$ cat src/sv/scab_div.sv
// Pipelined restoring divider, one quotient bit per stage, several lanes in step.
`timescale 1ns / 1ps

module scab_div #(
	parameter int LANES = 1,
	parameter int NW    = 8,
	parameter int DW    = 8,
	parameter int QB    = 8,
	parameter int SW    = 1
) (
	input  logic                         clk,
	input  logic                         arst_n,
	input  logic                         en,
	input  logic                         in_valid,
	input  logic [LANES-1:0][NW-1:0]     num,
	input  logic [LANES-1:0][DW-1:0]     den,
	input  logic [SW-1:0]                in_side,
	output logic                         out_valid,
	output logic [LANES-1:0][QB-1:0]     quo,
	output logic [LANES-1:0][DW-1:0]     rem,
	output logic [SW-1:0]                out_side
);

	localparam int CW = (NW > DW + QB) ? NW : DW + QB;

	logic [QB-1:0]                       v_s;
	logic [QB-1:0][LANES-1:0][CW-1:0]    rem_s;
	logic [QB-1:0][LANES-1:0][QB-1:0]    quo_s;
	logic [QB-1:0][LANES-1:0][DW-1:0]    den_s;
	logic [QB-1:0][SW-1:0]               side_s;

	logic [QB-1:0]                       v_nx;
	logic [QB-1:0][LANES-1:0][CW-1:0]    rem_nx;
	logic [QB-1:0][LANES-1:0][QB-1:0]    quo_nx;
	logic [QB-1:0][LANES-1:0][DW-1:0]    den_nx;
	logic [QB-1:0][SW-1:0]               side_nx;

	// stage i settles quotient bit QB-1-i
	always_comb begin
		logic [CW-1:0] r_in;
		logic [CW-1:0] shf;
		logic [QB-1:0] q_in;
		logic [DW-1:0] d_in;
		logic          ge;
		for (int i = 0; i < QB; i++) begin
			if (i == 0) begin
				v_nx[i]    = in_valid;
				side_nx[i] = in_side;
			end else begin
				v_nx[i]    = v_s[i-1];
				side_nx[i] = side_s[i-1];
			end
			for (int l = 0; l < LANES; l++) begin
				if (i == 0) begin
					r_in = CW'(num[l]);
					q_in = '0;
					d_in = den[l];
				end else begin
					r_in = rem_s[i-1][l];
					q_in = quo_s[i-1][l];
					d_in = den_s[i-1][l];
				end
				shf = CW'(d_in) << (QB - 1 - i);
				ge  = (r_in >= shf);
				rem_nx[i][l] = ge ? (r_in - shf) : r_in;
				quo_nx[i][l] = q_in;
				quo_nx[i][l][QB-1-i] = ge;
				den_nx[i][l] = d_in;
			end
		end
	end

	always_ff @(posedge clk or negedge arst_n) begin
		if (!arst_n) begin
			v_s <= '0;
		end else if (en) begin
			v_s <= v_nx;
		end
	end

	always_ff @(posedge clk) begin
		if (en) begin
			rem_s  <= rem_nx;
			quo_s  <= quo_nx;
			den_s  <= den_nx;
			side_s <= side_nx;
		end
	end

	always_comb begin
		for (int l = 0; l < LANES; l++) begin
			quo[l] = quo_s[QB-1][l];
			rem[l] = rem_s[QB-1][l][DW-1:0];
		end
	end

	assign out_valid = v_s[QB-1];
	assign out_side  = side_s[QB-1];

endmodule

$ cat config.mk
export PLATFORM = sky130hd
export DESIGN_NAME = scab_div
export DESIGN_NICKNAME = d
export VERILOG_FILES = /design/src/sv/scab_div.sv
export SDC_FILE = /design/constraint.sdc
export NUM_CORES = 1
export LEC_CHECK = 0
export BUFFER_PORTS_ARGS = -buffer_cell sky130_fd_sc_hd__buf_2
export CORE_ASPECT_RATIO = 1.5
export CORE_MARGIN = 4
export CORE_UTILIZATION = 35
export DETAILED_ROUTE_END_ITERATION = 6
export GPL_TIMING_DRIVEN = 0
export SYNTH_ARGS = -nofsm -noshare
export SYNTH_HDL_FRONTEND = slang
export SYNTH_SLANG_ARGS = --single-unit
$ cat constraint.sdc
create_clock -name clk -period 4.72 [get_ports clk]
set_input_delay 0.472 -clock clk [delete_from_list [all_inputs] [get_ports clk]]
set_output_delay 0.472 -clock clk [all_outputs]
set_load 0.005 [all_outputs]
==> results of run 1 <==
how the worst min path moves through the flow:
stage / slack [ps] / to
floorplan: 180 / v_s[0]$_DFFE_PN0P_
global placement: 320 / v_s[0]$_DFFE_PN0P_
detailed placement: 320 / v_s[1]$_DFFE_PN0P_
CTS: 110 / side_nx[1]$_DFFE_PP_
global route: 110 / side_nx[1]$_DFFE_PP_
finish: 130 / side_nx[1]$_DFFE_PP_
power by group through the flow:
stage | Clock (µW) | Combinational [µW] | Sequential, µW
6_report | 1810 | 1400 | 2820
5_1_grt | 1950 | 1570 | 2870
4_1_cts | 1870 | 1410 | 2820
3_5_place_dp | 0 | 1400 | 2860
3_3_place_gp | 0 | 1360 | 2870
2_1_floorplan | 0 | 1080 | 2810
area by class of cell:
| class | count | area share, % |
|---|---|---|
| buffer | 19 | 0.880 |
| clock buffer | 33 | 5.39 |
| clock inverter | 7 | 0.740 |
| multi-input combinational | 540 | 30.3 |
| timing repair buffer | 40 | 1.90 |
| tap | 405 | 4.05 |
| inverter | 78 | 2.34 |
| sequential | 228 | 54.4 |
synth_stat cells, types with 9 or more instances:
| master | instances |
|---|---|
| edfxtp_1 | 220 |
| inv_1 | 78 |
| a21oi_1 | 68 |
| nor2_1 | 65 |
| ha_1 | 58 |
| o21ai_0 | 49 |
| nand2_1 | 45 |
| xnor2_1 | 27 |
| nor3_1 | 26 |
| xor2_1 | 25 |
| mux2_2 | 19 |
| a21o_1 | 12 |
| nand2b_1 | 10 |
| nor4_1 | 10 |
| o21a_1 | 10 |
| clkbuf_1 | 9 |
| nand3b_1 | 9 |
| nor2b_1 | 9 |
state kept, by name, summed over array words and instances (netlist names):
register  flops
rem           8
quo_nx       28
out_side      1
rem_s       112
quo           8
side_nx       7
v_s           8
den_nx       56
cell families after synthesis:
| group | Yosys count | share of synthesized area (%) |
|---|---|---|
| adder cells (fa/ha/maj) | 65 | 7.87 |
| multiplexers | 22 | 2.26 |
| flip-flops | 228 | 61.9 |
| XOR/XNOR | 52 | 4.14 |
| AO/OA/AOI/OAI | 177 | 9.70 |
| buffers and inverters | 97 | 3.66 |
| AND/OR/NAND/NOR | 224 | 10.5 |
layer usage:
| metal | global-route usage (%) | vias up | part of all wire, % |
|---|---|---|---|
| met5 | 0 | - | 0 |
| met4 | 5.78 | 0 | 5.0 |
| met2 | 23.5 | 114 | 59 |
| met1 | 9.31 | 3220 | 33 |
| met3 | 1.81 | 59 | 3.8 |
| li1 | - | 3300 | - |
critical path, stage by stage, from the launching register on:
cell and delay, ps:
edfxtp_1 390, ha_1 390, nor4b_1 250, a41oi_1 310
o2111ai_1 840, clkbuf_1 480, a21oi_1 140
metrics by stage:
stage | setup TNS (ps) | setup slack, ps | hold slack, ps | cell area [µm²]
after floorplan | 0 | 2230 | 176 | 11000
after global routing | 0 | 1370 | 111 | 12500
after detailed placement | 0 | 1650 | 320 | 11700
after CTS | 0 | 1640 | 109 | 12500
final | 0 | 1640 | 133 | 12500
after global placement | -514 | -66.4 | 317 | 11700
==> results.cfg, run 1 <==
[clock_tree]
cts.repair.resized = 0
cts_tree = built
post_cts.repair.setup_buffers = 0
clk_root_buffer_cell = clkbuf_16
clkTransAtPathRegs_ps = 60
postCtsHoldBufs = 1
ctsLongestPathBuffers = 3
clkLatencyLatePin_ps = 510
cts_max_level = 1
cts_buffers = 24
cts_num_sinks = 228

[power_and_ir_drop]
clkPwrFrac_pct = 30.0
combPwrFrac_pct = 23.2
p_int_uw = 4400
p_leak_uw = 0.00473
p_sw_uw = 1640
p_per_area_mw_per_mm2 = 483
p_seq_share_pct = 46.8
ir_worst_vdd_mv = 0.350
power.total_uw = 6040
swShare_pct = 27.1

[synthesis]
ys_warn_count = 0
yosys_most_used_dff = edfxtp_1
yosysTopAreaCell = edfxtp_1
synthArstFlopShare_pct = 3.51
synth_seq_cells = 228
syn_area_mm2 = 0.0110
synth.area.top_cells = edfxtp_1 60%, ha_1 6.6%, a21oi_1 3.1%
synth-seq-area-share_pct = 61.9
synth_edf_count = 220
synth_top_cell_area_share_pct = 60.1
syn-instance-count = 865
syn_avg_cell_area_um2 = 12.7
yosys.cell_types.count = 56
syn-num-nets = 951

[hold_path]
min_from = in_side
hold_class = primary input to flop
whs_path_depth = 1

[layout]
fill_cells = 2929
syn2layout_area_growth_pct = 13.7
layout.cells.most_common = edfxtp_1
layout-drive-gt1-share_pct = 11.6
layoutNonFillerInstCount = 1350
antenna_cells = 0
final_cell_mix = 220 x edfxtp_1, 78 x inv_1, 68 x a21oi_1
nets = 1017
utilization_pct = 40.3
multi_input_area_mm2 = 0.00379
ff_latch_area_mm2 = 0.00681

[critical_path]
worst-endpoint-required_ps = 4960
end_kind = flop
reg2reg_depth = 6
startpoint = rem_s[23]$_DFFE_PP_
worstSetupPathType = flop to flop
critical_path.endpoint = rem_s[38]$_DFFE_PP_
crit-reg2reg-capture = rem_s[38]$_DFFE_PP_
rrSetupSlack_ps = 1640
r2r-start = rem_s[23]$_DFFE_PP_
worstSetupStartpointType = flop
cp.arrival_ps = 3320
path_max_fanout = 10

[placed_design]
port_buffers = 38
dp_cells = 1309
dpl.hpwl_um = 13600
gp_congestion = 0.896

[sta]
fin_crit_ps = 3080
setup_viol = 0
drv_slew = 0
relSlewSlack_pct = 39.0
fin_skew_ps = 15.0
hold_viol = 0
tightestPinTransition_ps = 914
max_freq_mhz = 325
final.period_utilization_pct = 65.3
rsz0062_at_grt = no

[grt]
antenna_found_initial = 0
grt_use_total_pct = 11.0
grt_pass1_wl_um = 31700
grt_pass1_vias = 7079
grt_max_degree = 132
overflow = 0

[floorplanning]
fp.dieW_um = 153
ios = 39
die_h_um = 225
fp-row-count = 79
dieArea_mm2 = 0.0344
core_mm2 = 0.0310
initial_utilization_pct = 35.4

[drt]
drtPass1Iterations = 4
wl_um = 18800
vias_per_cell = 4.96
vias = 6693
routedWlPerCell_um = 13.9
drtIter0Drc = 216
drcViolationCount = 0
antenna_left = 0

[job]
maxCapViolations = 0

[run_status]
outcome = complete, no violations
Note: power is estimated with default switching activity, not from simulation.
==> run 2: changes to the inputs <==
==> constraint.sdc (replaced) <==
create_clock -name clk -period 3.01 [get_ports clk]
set_input_delay 0.301 -clock clk [delete_from_list [all_inputs] [get_ports clk]]
set_output_delay 0.301 -clock clk [all_outputs]
set_load 0.005 [all_outputs]
==> run 2 against run 1 <==
  * Sequential share of layout area down 0.87 points
  * Via count up 0.88%
  * Sequential cell count did not move
  * Critical path depth is 2 higher
  * Combinational power grew 59%
  * Wire length is 1.7% higher
  * Die area did not move
  * Global-route usage grew 0.17 points
  * First-iteration DRC count increased by 6.0%
  * Count of clock-buffer cells in the layout stayed put
  * Non-clock buffer count increased by 16
  * Worst hold slack got worse by 100 ps
  * Critical endpoint is now rem_s[44]$_DFFE_PP_
  * Largest power group unchanged
==> results.cfg, run 2 (synthesis results as in run 1) <==
[sta]
fin_skew_ps = 14.1
fin_crit_ps = 2900
hold_viol = 0
max_freq_mhz = 345
final.period_utilization_pct = 96.4
drv_slew = 0
tightestPinTransition_ps = 755
rsz0062_at_grt = no
setup_viol = 0
relSlewSlack_pct = 49.0
whs_ps = 29.3

[layout]
layoutNonFillerInstCount = 1366
final_cell_mix = 220 x edfxtp_1, 78 x inv_1, 67 x a21oi_1
nets = 1033
layout-drive-gt1-share_pct = 12.4
antenna_cells = 0
layout.cells.most_common = edfxtp_1
syn2layout_area_growth_pct = 15.6
utilization_pct = 41.0
largest_reg_flops = 112
largest_register = rem_s

[grt]
grt_pass1_vias = 7146
antenna_found_initial = 0
grt_max_degree = 132
overflow = 0
grt_use_total_pct = 11.2
grt_pass1_wl_um = 32200

[drt]
drtPass1Iterations = 5
drcViolationCount = 0
routedWlPerCell_um = 14.0
wl_um = 19100
vias_per_cell = 4.94
vias = 6752
drtIter0Drc = 229
antenna_left = 0

[run_status]
outcome = complete, no violations

[critical_path]
path_depth = 8
startpoint = rem_s[23]$_DFFE_PP_
end_kind = flop
path_buf_inv = 1
cp.arrival_ps = 3130
reg2reg_depth = 8
worstSetupStartpointType = flop
crit_slowest_cell = a41oi_1
crit_family = compound AO/OA/AOI/OAI gates
rrSetupSlack_ps = 110
worst-endpoint-required_ps = 3240
cp_cell_sequence = ha_1, a21oi_1, nand2_1, a41oi_1, o2111ai_2, clkbuf_1, nor2_1, a21oi_1
path_max_fanout = 10
critical_path.endpoint = rem_s[44]$_DFFE_PP_
slowest_delay_ps = 520
worstSetupPathType = flop to flop
crit-reg2reg-capture = rem_s[44]$_DFFE_PP_
r2r-start = rem_s[23]$_DFFE_PP_
crit_top_cell = a21oi_1

[floorplanning]
core_mm2 = 0.0310
dieArea_mm2 = 0.0344
fp-row-count = 79
initial_utilization_pct = 35.4
fp.dieW_um = 153
die_h_um = 225
ios = 39

[clock_tree]
cts_buffers = 24
clk_root_buffer_cell = clkbuf_16
clkLatencyLatePin_ps = 510
cts_num_sinks = 228
clkTransAtPathRegs_ps = 60
ctsLongestPathBuffers = 3
cts_tree = built
cts_max_level = 1

[power_and_ir_drop]
ir_worst_vdd_mv = 0.548
power.total_uw = 9500
p_leak_uw = 0.00481
p_per_area_mw_per_mm2 = 747

[job]
maxCapViolations = 0

[hold_path]
hold_class = primary input to flop

[placed_design]
dp_cells = 1309
gp_congestion = 0.896
dpl.hpwl_um = 13600
port_buffers = 38
## run 2: final cells by class
| cell class | count | area, µm² |
|---|---|---|
| fill | 2908 | 18300 |
| sequential | 228 | 6810 |
| multi-input combinational | 540 | 3830 |
| clock buffer | 33 | 674 |
| tap | 405 | 507 |
| timing repair buffer | 56 | 398 |
| inverter | 78 | 293 |
| buffer | 19 | 115 |
| clock inverter | 7 | 92.6 |
## run 2: worst register-to-register path, stage by stage, from the launching register on
cell	delay [ps]
edfxtp_1	390
ha_1	380
a21oi_1	170
nand2_1	190
a41oi_1	520
o2111ai_2	410
clkbuf_1	360
nor2_1	160
a21oi_1	50
## run 2: routing by layer
metal  part of all wire (%)  wire (µm)  up-vias  global-route usage [%]
li1                       -          -     3333                       -
met1                     32       6200     3241                    9.48
met2                     59      11300      123                    23.9
met3                    3.6        691       55                    1.83
met4                    5.0        948        0                    5.78
met5                      0          0        -                       0
## run 2: power breakdown
group          switching, µW  leakage, µW  internal [µW]
clock                   1110     0.000374           1720
combinational           1190      0.00223           1040
sequential               279      0.00221           4150
total                   2580      0.00481           6920
## run 2: metrics by stage
step           TNS [ps]  area (µm²)  setup slack, ps
2_1_floorplan         0       11000              520
3_3_place_gp    -278940       11700            -1610
3_5_place_dp       -355       11700            -62.3
4_1_cts               0       12700             7.60
5_1_grt               0       12700             4.51
6_report              0       12700              110
## run 2: timing repair
action | in CTS | in global routing
hold endpoints to repair | 24 | 0
resized for setup | 1 | 14
hold buffers | 17 | 0
setup buffers | 0 | 0
setup endpoints to repair | 6 | 38
## run 2: how the worst min path moves through the flow
stage | slack, ps | from | cells past startpoint | end
6_report | 30 | in_valid | 2 | v_s[0]$_DFFE_PN0P_
5_1_grt | 30 | in_valid | 2 | v_s[0]$_DFFE_PN0P_
4_1_cts | 2 | in_valid | 2 | v_s[0]$_DFFE_PN0P_
3_5_place_dp | 150 | arst_n | 1 | v_s[1]$_DFFE_PN0P_
3_3_place_gp | 150 | arst_n | 1 | v_s[0]$_DFFE_PN0P_
2_1_floorplan | 5 | arst_n | 0 | v_s[0]$_DFFE_PN0P_
